==> src/hdl/tls_record_header_parser_assert.svh <==
// Assertion macros shared by the TLS record header parser RTL.
// Expects signals named clk and arst_n in the scope where a macro is used.
`ifndef TLS_RECORD_HEADER_PARSER_ASSERT_SVH
`define TLS_RECORD_HEADER_PARSER_ASSERT_SVH

// Same-cycle implication, disabled while reset is asserted.
`define TRHP_ASSERT_IMP(name, ante, cons, msg) \
	name: assert property (@(posedge clk) disable iff (!arst_n) (ante) |-> (cons)) \
		else $error(msg);

// Next-cycle implication, disabled while reset is asserted.
`define TRHP_ASSERT_NXT(name, ante, cons, msg) \
	name: assert property (@(posedge clk) disable iff (!arst_n) (ante) |=> (cons)) \
		else $error(msg);

`endif

==> src/hdl/trhp_pkg.sv <==
// Shared types and constants for the TLS record header parser.
// No dependencies; imported by trhp_core and tls_record_header_parser.
`default_nettype none

package trhp_pkg;

	localparam logic [1:0] ST_OK   = 2'd0;
	localparam logic [1:0] ST_MORE = 2'd1;
	localparam logic [1:0] ST_BAD  = 2'd2;

	localparam int unsigned HDR_BYTES = 5;

	localparam logic [7:0] TYPE_MIN  = 8'd20;
	localparam logic [7:0] TYPE_MAX  = 8'd23;
	localparam logic [7:0] VER_MAJOR = 8'd3;
	localparam logic [7:0] MINOR_MIN = 8'd1;
	localparam logic [7:0] MINOR_MAX = 8'd3;

	// 16384 plaintext bytes plus 2048 of expansion
	localparam logic [15:0] MAX_FRAG_RST = 16'd18432;

	typedef struct packed {
		logic [1:0]  status;
		logic [7:0]  content_type;
		logic [7:0]  version_major;
		logic [7:0]  version_minor;
		logic [15:0] fragment_length;
		logic [16:0] bytes_consumed;
	} trhp_result_t;

endpackage

`default_nettype wire

==> src/hdl/trhp_core.sv <==
// Parser state and per-byte decision logic for the TLS record header parser.
// Depends on trhp_pkg and tls_record_header_parser_assert.svh.
`default_nettype none

module trhp_core
	import trhp_pkg::*;
(
	input  wire logic         clk,
	input  wire logic         arst_n,
	input  wire logic         step,
	input  wire logic [7:0]   data_byte,
	input  wire logic         last_byte,
	input  wire logic [15:0]  max_len,
	output trhp_result_t      res,
	output logic              res_fire
);

`include "tls_record_header_parser_assert.svh"

	localparam logic [1:0] PH_HEADER = 2'd0;
	localparam logic [1:0] PH_BODY   = 2'd1;
	localparam logic [1:0] PH_SKIP   = 2'd2;

	localparam logic [2:0] HDR_LAST = 3'(HDR_BYTES - 1);

	logic [1:0]  phase_q, phase_d;
	logic [2:0]  hidx_q, hidx_d;
	logic [7:0]  type_q, type_d;
	logic [7:0]  major_q, major_d;
	logic [7:0]  minor_q, minor_d;
	logic [15:0] len_q, len_d;
	logic [15:0] cnt_q, cnt_d;
	logic [15:0] cnt_inc;
	logic [1:0]  st;
	logic        full;
	logic        hdr_bad;

	assign cnt_inc = cnt_q + 16'd1;

	always_comb begin
		phase_d  = phase_q;
		hidx_d   = hidx_q;
		type_d   = type_q;
		major_d  = major_q;
		minor_d  = minor_q;
		len_d    = len_q;
		cnt_d    = cnt_q;
		res_fire = 1'b0;
		st       = ST_OK;
		full     = 1'b0;
		hdr_bad  = 1'b0;
		case (phase_q)
			PH_HEADER: begin
				case (hidx_q)
					3'd0: type_d = data_byte;
					3'd1: major_d = data_byte;
					3'd2: minor_d = data_byte;
					3'd3: len_d = {data_byte, 8'h00};
					default: len_d = {len_q[15:8], data_byte};
				endcase
				hidx_d = hidx_q + 3'd1;
				if (hidx_q < HDR_LAST) begin
					if (last_byte) begin
						res_fire = 1'b1;
						st       = ST_MORE;
						phase_d  = PH_HEADER;
						hidx_d   = '0;
						cnt_d    = '0;
					end
				end else begin
					// checks in order: type, version, length
					hdr_bad = !(type_d inside {[TYPE_MIN:TYPE_MAX]}) ||
					          (major_d != VER_MAJOR) ||
					          !(minor_d inside {[MINOR_MIN:MINOR_MAX]}) ||
					          (len_d > max_len);
					hidx_d = '0;
					cnt_d  = '0;
					if (hdr_bad || len_d == 16'd0) begin
						res_fire = 1'b1;
						st       = hdr_bad ? ST_BAD : ST_OK;
						full     = !hdr_bad;
						phase_d  = last_byte ? PH_HEADER : PH_SKIP;
					end else if (last_byte) begin
						res_fire = 1'b1;
						st       = ST_MORE;
						phase_d  = PH_HEADER;
					end else begin
						phase_d = PH_BODY;
					end
				end
			end
			PH_BODY: begin
				cnt_d = cnt_inc;
				if (cnt_inc == len_q) begin
					res_fire = 1'b1;
					st       = ST_OK;
					full     = 1'b1;
					if (last_byte) begin
						phase_d = PH_HEADER;
						hidx_d  = '0;
						cnt_d   = '0;
					end else begin
						phase_d = PH_SKIP;
					end
				end else if (last_byte) begin
					res_fire = 1'b1;
					st       = ST_MORE;
					phase_d  = PH_HEADER;
					hidx_d   = '0;
					cnt_d    = '0;
				end
			end
			default: begin
				// skip rest of buffer; unused code behaves the same
				if (last_byte) begin
					phase_d = PH_HEADER;
					hidx_d  = '0;
					cnt_d   = '0;
				end
			end
		endcase
	end

	always_comb begin
		res.status          = st;
		res.content_type    = full ? type_d : 8'd0;
		res.version_major   = full ? major_d : 8'd0;
		res.version_minor   = full ? minor_d : 8'd0;
		res.fragment_length = full ? len_d : 16'd0;
		res.bytes_consumed  = full ? ({1'b0, len_d} + 17'(HDR_BYTES)) : 17'd0;
	end

	always_ff @(posedge clk or negedge arst_n) begin
		if (!arst_n) begin
			phase_q <= PH_HEADER;
			hidx_q  <= '0;
			type_q  <= '0;
			major_q <= '0;
			minor_q <= '0;
			len_q   <= '0;
			cnt_q   <= '0;
		end else if (step) begin
			phase_q <= phase_d;
			hidx_q  <= hidx_d;
			type_q  <= type_d;
			major_q <= major_d;
			minor_q <= minor_d;
			len_q   <= len_d;
			cnt_q   <= cnt_d;
		end
	end

	`TRHP_ASSERT_NXT(a_last_restarts, step && last_byte, (phase_q == PH_HEADER) && (hidx_q == 3'd0) && (cnt_q == 16'd0), "last byte did not restart parser")
	`TRHP_ASSERT_IMP(a_body_below_len, phase_q == PH_BODY, cnt_q < len_q, "body count reached length without finishing")
	`TRHP_ASSERT_IMP(a_fail_zero, step && res_fire && (res.status != ST_OK), (res.fragment_length == 16'd0) && (res.bytes_consumed == 17'd0) && (res.content_type == 8'd0), "failed result carries header fields")
	`TRHP_ASSERT_IMP(a_ok_consumed, step && res_fire && (res.status == ST_OK), (res.bytes_consumed == {1'b0, res.fragment_length} + 17'd5) && (res.fragment_length <= max_len), "success result inconsistent")

endmodule

`default_nettype wire

==> src/hdl/tls_record_header_parser.sv <==
// TLS record header parser, top level: input stage, output stage, config register.
// Depends on trhp_pkg and trhp_core.
//
// Usage:
//  - in channel: one receive-buffer byte per beat (data_byte), last_byte set on
//    the final byte of the buffer. Each buffer yields exactly one result beat.
//  - out channel: status (0 ok, 1 more data needed, 2 invalid) and, on ok, the
//    header fields, fragment_length and bytes_consumed (5 + fragment_length).
//    A result beat comes on the byte that decides it; bytes after it up to the
//    last flag are dropped without a result.
//  - cfg channel: cfg_data sets max_fragment_length; always ready. Write only
//    while the parser is idle.
// Timing: a byte is registered on acceptance, decided by one level of logic and
//   its result registered; a result beat is valid once the core has stepped on
//   its byte and the result stage has taken it. Throughput is one byte per cycle
//   without result stalls, set by the single state update per byte in trhp_core.
// Stall: when out_ready is low with a result waiting, the input stage holds and
//   in_ready drops once that stage is full; no beat is lost or repeated.
// Reset: arst_n clears both stages, returns the parser to the header phase and
//   loads max_fragment_length with 18432.
`default_nettype none

module tls_record_header_parser
	import trhp_pkg::*;
(
	input  wire logic         clk,
	input  wire logic         arst_n,
	// input byte channel
	input  wire logic         in_valid,
	output logic              in_ready,
	input  wire logic [7:0]   data_byte,
	input  wire logic         last_byte,
	// result channel
	output logic              out_valid,
	input  wire logic         out_ready,
	output logic [1:0]        status,
	output logic [7:0]        content_type,
	output logic [7:0]        version_major,
	output logic [7:0]        version_minor,
	output logic [15:0]       fragment_length,
	output logic [16:0]       bytes_consumed,
	// config write channel
	input  wire logic         cfg_valid,
	output logic              cfg_ready,
	input  wire logic [15:0]  cfg_data
);

	// input stage
	logic         v_s1;
	logic [7:0]   byte_s1;
	logic         last_s1;

	// result stage
	logic         v_s2;
	trhp_result_t res_s2;

	logic [15:0]  max_len_q;
	logic         adv;
	logic         step;
	logic         res_fire;
	trhp_result_t res;

	// result stage can take a new value when empty or being drained
	assign adv       = !v_s2 || out_ready;
	assign step      = v_s1 && adv;
	assign in_ready  = !v_s1 || adv;
	assign cfg_ready = 1'b1;

	always_ff @(posedge clk or negedge arst_n) begin
		if (!arst_n) begin
			max_len_q <= MAX_FRAG_RST;
		end else if (cfg_valid) begin
			max_len_q <= cfg_data;
		end
	end

	always_ff @(posedge clk or negedge arst_n) begin
		if (!arst_n) begin
			v_s1 <= 1'b0;
		end else if (in_ready) begin
			v_s1 <= in_valid;
		end
	end

	always_ff @(posedge clk) begin
		if (in_valid && in_ready) begin
			byte_s1 <= data_byte;
			last_s1 <= last_byte;
		end
	end

	trhp_core u_core (
		.clk       (clk),
		.arst_n    (arst_n),
		.step      (step),
		.data_byte (byte_s1),
		.last_byte (last_s1),
		.max_len   (max_len_q),
		.res       (res),
		.res_fire  (res_fire)
	);

	always_ff @(posedge clk or negedge arst_n) begin
		if (!arst_n) begin
			v_s2 <= 1'b0;
		end else if (adv) begin
			v_s2 <= step && res_fire;
		end
	end

	always_ff @(posedge clk) begin
		if (step && res_fire) begin
			res_s2 <= res;
		end
	end

	assign out_valid       = v_s2;
	assign status          = res_s2.status;
	assign content_type    = res_s2.content_type;
	assign version_major   = res_s2.version_major;
	assign version_minor   = res_s2.version_minor;
	assign fragment_length = res_s2.fragment_length;
	assign bytes_consumed  = res_s2.bytes_consumed;

endmodule

`default_nettype wire

==> config.mk <==
export PLATFORM = sky130hd
export DESIGN_NAME = tls_record_header_parser
export DESIGN_NICKNAME = d
export VERILOG_FILES = /design/src/hdl/trhp_pkg.sv /design/src/hdl/trhp_core.sv /design/src/hdl/tls_record_header_parser.sv
export VERILOG_INCLUDE_DIRS = /design/src /design/src/hdl
export SDC_FILE = /design/constraint.sdc
export NUM_CORES = 1
export LEC_CHECK = 0
export ABC_CLOCK_PERIOD_IN_PS = 6520
export BUFFER_PORTS_ARGS = -buffer_cell sky130_fd_sc_hd__buf_2
export CAP_MARGIN = 20
export CORE_MARGIN = 4
export CORE_UTILIZATION = 40
export CTS_CLUSTER_DIAMETER = 120
export DETAILED_ROUTE_END_ITERATION = 6
export GPL_ROUTABILITY_DRIVEN = 0
export PLACE_DENSITY = 0.61
export SETUP_SLACK_MARGIN = 0.3
export SYNTH_ARGS = -nofsm -noshare
export SYNTH_HDL_FRONTEND = slang
export SYNTH_SLANG_ARGS = --single-unit
==> constraint.sdc <==
create_clock -name clk -period 6.52 [get_ports clk]
set_input_delay 0.978 -clock clk [delete_from_list [all_inputs] [get_ports clk]]
set_output_delay 0.978 -clock clk [all_outputs]
set_load 0.01 [all_outputs]
Yosys cells after proc, flatten, opt, wreduce, memory -nomap -nowiden. Index checks and enable logic that the tools add are counted.

RAM bits: 0. Logic and storage cells: 97. Bits in latches: 0. Bits in registers: 147. Memory bits (read-only): 0. Memories kept: 0. Input bits: 30.

Add/sub/neg operators: 3. Div/mod/pow operators: 0. Multipliers: 0. Shift operators: 0. Equality and inequality tests: 6. $lt $le $gt $ge: 6. Bitwise gates (word level): 0. Mux-type cells: 42. Reductions and logical operators: 22.

Operators with widths (number): 16-bit 2-to-1 mux (5); 8-bit 2-to-1 mux (9); 16-bit case mux with 2 select lines (2); 16-bit by 3-bit adder with 17-bit output (second input constant) (1); 16-bit by 1-bit adder with 16-bit output (second input constant) (1); 16-bit == test (1); 16-bit greater-than comparator (1); 16-bit zero test (1); 2-bit 2-to-1 mux (8); 3-bit 2-to-1 mux (4); 1-bit 2-to-1 mux (10); 8-bit by 1-bit >= comparator with 1-bit output (second input constant) (1); 8-bit by 5-bit >= comparator with 1-bit output (second input constant) (1); 8-bit by 2-bit less-or-equal comparator with 1-bit output (second input constant) (1); 8-bit by 5-bit less-or-equal comparator with 1-bit output (second input constant) (1); 8-bit by 2-bit inequality test with 1-bit output (second input constant) (1); 2-bit case mux with 2 select lines (2); 3-bit by 2-bit == test with 1-bit output (second input constant) (2); 1-bit logical OR (6); 1-bit logical AND (5); 1-bit zero test (5); 1-bit case mux with 2 select lines (2); 3-bit by 1-bit adder with 3-bit output (second input constant) (1); 3-bit by 1-bit == test with 1-bit output (second input constant) (1); other kinds (7) (7).

Logic depth before layout (Yosys ltp). Gate-level depths: netlist of the first run.

Depth in word-level cells: 14. Gate-level depth with buffers: 18. Depth with buffers taken out: 14.

By module. Synthesis of the first run repeated with hierarchy kept, for this count alone.

Cells, all modules: 731. Area total of the unflattened synthesis: 8164.1 sq um.

Modules (own cells, without submodules): trhp_core (area each 5362.6 sq um, cells an instance 617, instances 1, seq. area each 1526.5 sq um); tls_record_header_parser (area each 2801.4 sq um, cells an instance 114, instances 1, seq. area each 2494.9 sq um).

Least setup slack after synthesis of the first run. Ideal clock, no wire load.

Path kind: register to register. Start point: register u_core.hidx_q[2]. End point: register res_s2 (netlist bit bytes_consumed[0]) (enable). Arrival: 4.717 ns. Slack: 1.376 ns. Required time: 6.093 ns. Stages on the path, launching flop included: 16. Period minus slack after synthesis: 5.144 ns. Path through: dfrtp_1 > clkbuf_1 > clkbuf_1 > inv_1 > ha_1 > clkbuf_1 > clkbuf_1 > nand2_1 > a22o_1 > ha_1 > nand4_1 > a2111o_1 > o211ai_1 > a211oi_1 > nor3_1 > o31a_1.

Word-level cells in the longest chain between the ends: 14. Elaborated cells between the ends (all ways): 33. Classes of those cells: 6 x order compare; 4 x eq/ne; 11 x mux; 12 x reduce/logical.

RTL lines: start, declared (RTL line trhp_core.sv:27) `logic [2:0] hidx_q, hidx_d;`; start signal, assigned (RTL line trhp_core.sv:144) `hidx_q <= hidx_d;`; parallel branches: the longest is 11 deep, another holds 16-bit greater-than comparator; 1-bit 2-to-1 mux (*) (RTL line trhp_core.sv:62) `if (hidx_q < HDR_LAST) begin`; 1-bit case mux with 2 select lines (*) (RTL line trhp_core.sv:52) `case (phase_q)`; 1-bit logical AND (*) (RTL line tls_record_header_parser.sv:112) `if (step && res_fire) begin`; end signal, assigned (RTL line tls_record_header_parser.sv:113) `res_s2 <= res;`; end, declared (RTL line tls_record_header_parser.sv:55) `trhp_result_t res_s2;`.

Mark *: on every way between the ends. The select of a mux whose other input is x is not followed. A chain may end at the register's enable or synchronous reset.

Worst setup path after layout of the first run.
Start point: register u_core.hidx_q[0]. End point: register res_s2 (netlist bit bytes_consumed[4]) (enable).

The elaborated chain is that of the path after synthesis.

==> results.toml, run 1 <==
[outcome]
status = "finished clean"

[cts]
ctsResizeCount = 0
clkTransAtPathRegs_ns = 0.06
htreeDepth = 4
cts_root_buf = "clkbuf_16"
hold_buffers = 0
cts_tree = "built"
cts_made_buffers = 17
post_cts_buffers = 0
clk_path_buf_depth = 2
clk_latency_ns = 0.43
cts.sinks = 147

[worst_setup_path]
worstReg2RegEnd = "bytes_consumed[4]$_SDFFCE_PN0P_"
startpoint_type = "flop"
worstRegToRegCells = 14
worst-endpoint-arrival_ns = 4.97
required_ns = 6.70
cp_max_fo = 37
r2r_setup_slack_ns = 1.73
path_class = "flop to flop"
end_kind = "flop"
r2r-start = "u_core.hidx_q[0]$_DFFE_PN0P_"

[timing]
setup_viol = 0
finClkSkew_ns = 0.00840
max_slew_margin = 0.339
fin_hold_ws_ns = 0.493
max_clock_freq_mhz = 209
post-route-period-util = 0.734
hold_viol = 0
rsz0062_at_grt = "false"
finalMaxSlewViolations = 0
finalCriticalPeriod_ns = 4.79
worstMarginPinSlew_ns = 0.984
finalSetupTns_ns = 0

[synthesis]
ys_ff_latch = 147
async_flop_share = 0.537
synth_ff_type = "dfrtp_1"
synth_top_cell_by_area = "edfxtp_1"
synth.distinct_cells = 63
seq_area_frac_synth = 0.496
synth.area.top_cells = "edfxtp_1 25%, dfrtp_1 24%, mux2_2 4.9%, mux2i_1 3.8%, o21ai_0 3.8%"
synth-edff-count = 68
avgSynthCellArea_um2 = 10.7
synth_top_area_share = 0.252
netlist_area_mm2 = 0.00811
yosys_warnings = 0
syn-num-nets = 809
syn_inst = 756

[placement]
io_buffers = 90
dp_hpwl_um = 13600
dp_cells = 1066
postPlaceCellArea_mm2 = 0.00871

[finish]
num-nets-final = 876
num_antenna_cells = 0
fin_util = 0.475
syn_to_final_growth_pct = 15.4
postLayoutCellArea_mm2 = 0.00936
final_cells = 1101
fillers = 1825
drive_gt1_frac = 0.257

[floorplanning]
ios = 92
die_h_um = 150
die_width_um = 150
die-area_mm2 = 0.0226
core_mm2 = 0.0197
rows = 51
initial_utilization = 0.411

[worst_hold_path]
hp-class = "input pin to async pin"

[global_routing]
grt_util_all_layers = 0.186
grt_overflow_total = 0
grt_pass1_vias = 5641
antenna_found_initial = 0
grt_max_degree = 80
grt_pass1_wl_um = 32400

[detailed_routing]
drt-vias-per-instance = 5.47
antenna_left = 0
initialDrtViolationCount = 489
wirelength_um = 20100
via_count = 6027
dr.pass1.iters = 5
drc_errors = 0
wl_per_cell_um = 18.3

[power]
vdd_drop_max_mv = 0.231
powerDensity_mw_per_mm2 = 398
leakage_nw = 3.68

[job]
drv_cap = 0
-- where the power goes --
| group | switching [mW] | total [mW] | internal (mW) |
|---|---|---|---|
| combinational | 0.781 | 1.36 | 0.575 |
| sequential | 0.220 | 1.40 | 1.18 |
| clock | 0.405 | 0.971 | 0.566 |
| total | 1.41 | 3.73 | 2.32 |
-- cell usage after synthesis (3+ instances only) --
cell type  instances
a21oi_1           13
a22o_1            10
a22oi_1            9
a31oi_1            5
and2_1             6
and3_1             6
buf_2              7
buf_6              4
clkbuf_1          34
dfrtp_1           77
edfxtp_1          68
ha_1              23
inv_1             26
mux2_2            35
mux2i_1           31
nand2_1           63
nand2b_1           6
nand3_1           12
nand4_1           11
nor2_1            39
nor2_2             3
nor2b_1           16
nor3_1            35
nor3_2            30
nor4_1            14
o211ai_1          12
o21ai_0           62
o22ai_1            3
o31ai_1            6
or2_2              4
or3_1              4
or4_1              6
xnor2_1           18
xor2_1            15
-- state kept, by name (all words and copies together) (netlist names) --
register / flops
fragment_length: 16
version_minor: 8
status: 2
v_s1: 1
u_core.minor_q: 8
version_major: 8
content_type: 8
last_s1: 1
max_len_q: 16
u_core.hidx_q: 3
u_core.major_q: 8
u_core.cnt_q: 16
u_core.phase_q: 2
bytes_consumed: 17
byte_s1: 8
u_core.len_q: 16
u_core.type_q: 8
out_valid: 1
-- critical path, cell delays in order, from the launching register on --
cell	delay [ns]
dfrtp_1	0.42
inv_1	0.10
ha_1	0.28
nor3_2	0.44
or2_2	0.35
nand2_1	0.24
a22o_1	0.29
ha_1	0.30
nand4_1	0.16
or4_1	0.57
a211oi_1	0.36
nor3_1	0.11
o31a_2	0.45
buf_12	0.21
buf_4	0.22
-- layout make-up --
type | instances | area (um2) | area share
multi-input cells | 534 | 3780 | 0.404
well taps | 265 | 332 | 0.0354
inverters | 26 | 97.6 | 0.0104
flip-flops and latches | 147 | 4020 | 0.430
repair buffers | 97 | 546 | 0.0583
clock buffers | 18 | 429 | 0.0459
clock inverters | 14 | 153 | 0.0163
-- metrics by stage --
stage | worst slack (ns) | total power, mW
global route | 1.34 | 3.96
floorplan | 1.38 | 2.38
CTS | 1.43 | 3.73
detailed placement | 1.45 | 2.75
global placement | 1.53 | 2.74
finish | 1.73 | 3.73
-- layout by cell type, fill, tap and decap left out, types with 5 or more instances in the layout --
cell type and n:
xor2_1 15, a21oi_1 13, mux2i_1 31, buf_4 5
buf_2 89, a22o_1 10, o211ai_1 12, dfrtp_1 76
clkinvlp_4 6, clkbuf_16 17, nor3_2 30, nor3_1 35
nand4_1 11, edfxtp_1 68, ha_1 23, nand2b_1 6
and3_1 6, nor2b_1 16, and2_1 6, nand2_1 63
o31ai_1 6, nand3_1 12, inv_1 26, o21ai_0 61
nor4_1 14, nor2_1 39, a31oi_1 5, xnor2_1 18
a22oi_1 9, or4_1 6, mux2_2 35
-- worst max-delay path by stage --
stage	from	to	slack, ns	depth (start not counted)
detailed placement	u_core.hidx_q[0]$_DFFE_PN0P_	bytes_consumed[4]$_SDFFCE_PN0P_	1.45	14
finish	u_core.hidx_q[0]$_DFFE_PN0P_	bytes_consumed[4]$_SDFFCE_PN0P_	1.73	14
global placement	u_core.hidx_q[0]$_DFFE_PN0P_	fragment_length[11]$_SDFFCE_PN0P_	1.53	14
CTS	u_core.hidx_q[0]$_DFFE_PN0P_	bytes_consumed[14]$_SDFFCE_PN0P_	1.43	14
global route	u_core.hidx_q[0]$_DFFE_PN0P_	bytes_consumed[14]$_SDFFCE_PN0P_	1.34	16
floorplan	u_core.hidx_q[2]$_DFFE_PN0P_	bytes_consumed[0]$_SDFFCE_PN0P_	1.38	15
-- per-layer routing --
metal,up-vias,track usage,share of wire
met4,0,0.0563,0.017
met1,2865,0.279,0.49
met5,-,0,0
li1,2932,-,-
met2,201,0.272,0.43
met3,29,0.0334,0.059
-- cells by family (layout without fill, tap and decap cells) --
logic type	after synthesis	count (layout)	share of synthesized area
and+or+nand+nor	270	270	0.194
DFF	147	147	0.496
AOI/OAI and AO/OA	141	141	0.111
buffers and inverters	75	155	0.0403
muxes	66	66	0.0869
xor gates and xnor gates	33	33	0.0357
adders and majority gates	23	23	0.0355
other	1	1	0.000463
Note: power is estimated with default switching activity, not from simulation.
==> run 2, diff against run 1 <==
--- a/config.mk
+++ b/config.mk
@@ -6,7 +6,8 @@
 export SDC_FILE = /design/constraint.sdc
 export NUM_CORES = 1
 export LEC_CHECK = 0
-export ABC_CLOCK_PERIOD_IN_PS = 6520
+export ABC_AREA = 1
+export ABC_CLOCK_PERIOD_IN_PS = 3900
 export BUFFER_PORTS_ARGS = -buffer_cell sky130_fd_sc_hd__buf_2
 export CAP_MARGIN = 20
 export CORE_MARGIN = 4
@@ -14,7 +15,7 @@
 export CTS_CLUSTER_DIAMETER = 120
 export DETAILED_ROUTE_END_ITERATION = 6
 export GPL_ROUTABILITY_DRIVEN = 0
-export PLACE_DENSITY = 0.61
+export PLACE_DENSITY = 0.63
 export SETUP_SLACK_MARGIN = 0.3
 export SYNTH_ARGS = -nofsm -noshare
 export SYNTH_HDL_FRONTEND = slang
==> constraint.sdc (replaced) <==
create_clock -name clk -period 3.9 [get_ports clk]
set_input_delay 0.585 -clock clk [delete_from_list [all_inputs] [get_ports clk]]
set_output_delay 0.585 -clock clk [all_outputs]
set_load 0.01 [all_outputs]
==> results.toml, run 2 <==
[outcome]
status = "finished clean"

[power]
combinationalPowerShare = 0.489
leakage_nw = 4.49
vdd_drop_max_mv = 0.371
power.switching_mw = 3.48
power.internal_mw = 4.48
p_clk_frac = 0.216
p_seq_frac = 0.295
swShare = 0.437
powerDensity_mw_per_mm2 = 799

[cts]
cts.sinks = 147
hold_buffers = 0
cts_root_buf = "clkbuf_16"
htreeDepth = 4
cts_made_buffers = 17
clk_path_buf_depth = 2
cts_tree = "built"
clk_latency_ns = 0.43
clkTransAtPathRegs_ns = 0.06

[worst_setup_path]
path_class = "flop to flop"
cp_max_fo = 22
r2r_setup_slack_ns = 0.50
startpoint = "u_core.hidx_q[0]$_DFFE_PN0P_"
required_ns = 4.06
r2r-start = "u_core.hidx_q[0]$_DFFE_PN0P_"
worstReg2RegEnd = "version_minor[5]$_SDFFCE_PN0P_"
worst-endpoint-arrival_ns = 3.56
end_kind = "flop"
startpoint_type = "flop"
worstRegToRegCells = 23

[placement]
io_buffers = 90
place_ws_ns = 0.533
dp_hpwl_um = 14900

[global_routing]
grt_busiest_layer = "met1"
grt_max_degree = 80
grt_pass1_wl_um = 32800
antenna_found_initial = 0
grtUsageMet3 = 0.0461
grt_overflow_total = 0
grt_util_all_layers = 0.186
use_met2 = 0.270
grt_pass1_vias = 6365
grt.met1_usage = 0.279

[detailed_routing]
dr.pass1.iters = 7
antenna_left = 0
wl_per_cell_um = 15.2
drt-vias-per-instance = 4.99
drc_errors = 0
initialDrtViolationCount = 554
via_count = 6911
wirelength_um = 21100

[timing]
finClkSkew_ns = 0.00760
post-route-period-util = 0.871
max_clock_freq_mhz = 294
setup_viol = 0
finalCriticalPeriod_ns = 3.40
finalMaxSlewViolations = 0
hold_viol = 0
worstMarginPinSlew_ns = 0.678
fin_ws_ns = 0.504
finalSetupTns_ns = 0
rsz0062_at_grt = "true"
max_slew_margin = 0.543

[worst_hold_path]
hp-class = "input pin to async pin"

[synthesis]
synth_top_area_share = 0.249
synth.distinct_cells = 48
async_flop_share = 0.537
seq_area_frac_synth = 0.491
yosys_warnings = 0
ys_ff_latch = 147
syn-num-nets = 1051
post-synth-top-count-cell = "nand2_1"
synth_ff_type = "dfrtp_1"
synth-edff-count = 68
netlist_area_mm2 = 0.00819
avgSynthCellArea_um2 = 8.21
synth_top_cell_by_area = "edfxtp_1"
syn_inst = 998
synth.area.top_cells = "edfxtp_1 25%, dfrtp_1 24%, nand2_1 14%, o21ai_0 6.1%, inv_1 5.4%"
synthTopCellsByCount = "298 x nand2_1, 118 x inv_1, 100 x o21ai_0, 81 x nor2_1, 77 x dfrtp_1"

[floorplanning]
ios = 92
die-area_mm2 = 0.0228
die_h_um = 151
die_width_um = 151
initial_utilization = 0.406
rows = 52
core_mm2 = 0.0202

[finish]
largest_reg_flops = 17
num_antenna_cells = 0
final_cell_mix = "291 x nand2_1, 112 x inv_1, 99 x o21ai_0, 89 x buf_2, 80 x nor2_1"
num-nets-final = 1156
syn_to_final_growth_pct = 21.6
drive_gt1_frac = 0.216
final_common_cell = "nand2_1"

[job]
drv_cap = 0
-- run 2: cell count changes after synthesis, sizes merged, moves of 16 or more --
| cell | delta |
|---|---|
| mux2 | -34 |
| nand3 | +41 |
| inv | +95 |
| mux2i | -28 |
| nor3 | -64 |
| nor2 | +71 |
| nand2 | +243 |
| xnor2 | -18 |
| clkbuf | -16 |
| nor2b | -16 |
| nor4 | -17 |
| o21ai | +61 |
-- run 2: logic make-up (layout without fill, tap and decap cells) --
kind of cell             after synthesis  after routing  share of synthesized area
AND/OR/NAND/NOR                      496            497                      0.270
AO/OA/AOI/OAI                        172            172                      0.119
buffers and inverters                154            271                     0.0787
flip-flops                           147            147                      0.491
adder cells (fa/ha/maj)               23             23                     0.0351
multiplexers                           4              4                    0.00504
other                                  1              1                   0.000458
XOR/XNOR                               1              1                    0.00107
-- run 2: layer usage --
layer,vias to the layer above,part of all wire
met4,0,0.010
met5,-,0
li1,3457,-
met2,214,0.43
met3,17,0.070
met1,3223,0.49
-- run 2: worst max-delay path: stages, from the launching register on --
cell,delay (ns)
dfrtp_1,0.44
inv_2,0.09
ha_4,0.18
o21ai_4,0.25
buf_6,0.16
nand2_8,0.06
nand2_1,0.10
o21ai_4,0.08
ha_1,0.30
nand2_1,0.08
nor2_2,0.14
nand2_1,0.06
nand2_1,0.05
nand2_1,0.04
nand2_1,0.05
nand2_1,0.05
nand2_1,0.08
inv_2,0.05
buf_4,0.13
nand2_2,0.07
nand2_4,0.10
inv_2,0.07
buf_4,0.39
nor2_1,0.09
-- run 2: power groups by stage --
stage	registers, mW	clock network [mW]	logic [mW]
2_1_floorplan	2.37	0	2.52
3_3_place_gp	2.36	0	3.43
3_5_place_dp	2.36	0	3.47
4_1_cts	2.34	1.74	3.50
5_1_grt	2.39	1.82	4.37
6_report	2.34	1.72	3.90
-- run 2: layout make-up --
class / instances / area [um2]
Fill cell: 1933 / 10200
Sequential cell: 147 / 4020
Multi-Input combinational cell: 698 / 3730
Timing Repair Buffer: 117 / 788
Inverter: 122 / 467
Clock buffer: 22 / 454
Tap cell: 270 / 338
Clock inverter: 10 / 158
-- run 2: what timing repair did --
action | in CTS | in global routing
setup endpoints to repair | 0 | 64
hold endpoints to repair | 0 | 0
buffers inserted | 0 | 9
gates resized for setup | 0 | 34
-- run 2: metrics by stage --
stage / util / cell area (um2) / hold slack (ns) / instances / power [mW]
2_1_floorplan: - / 8250 / 0.289 / 998 / 4.89
3_3_place_gp: 0.444 / 8950 / 0.463 / 1337 / 5.79
3_5_place_dp: 0.444 / 8950 / 0.471 / 1337 / 5.82
4_1_cts: 0.474 / 9560 / 0.321 / 1369 / 7.58
5_1_grt: 0.494 / 9960 / 0.00328 / 1386 / 8.58
6_report: 0.494 / 9960 / 0.00782 / 1386 / 7.96
-- run 2: worst max-delay path by stage --
stage and endpoint:
5_1_grt fragment_length[13]$_SDFFCE_PN0P_, 3_5_place_dp fragment_length[6]$_SDFFCE_PN0P_, 3_3_place_gp fragment_length[7]$_SDFFCE_PN0P_, 2_1_floorplan bytes_consumed[0]$_SDFFCE_PN0P_, 6_report version_minor[5]$_SDFFCE_PN0P_, 4_1_cts bytes_consumed[0]$_SDFFCE_PN0P_
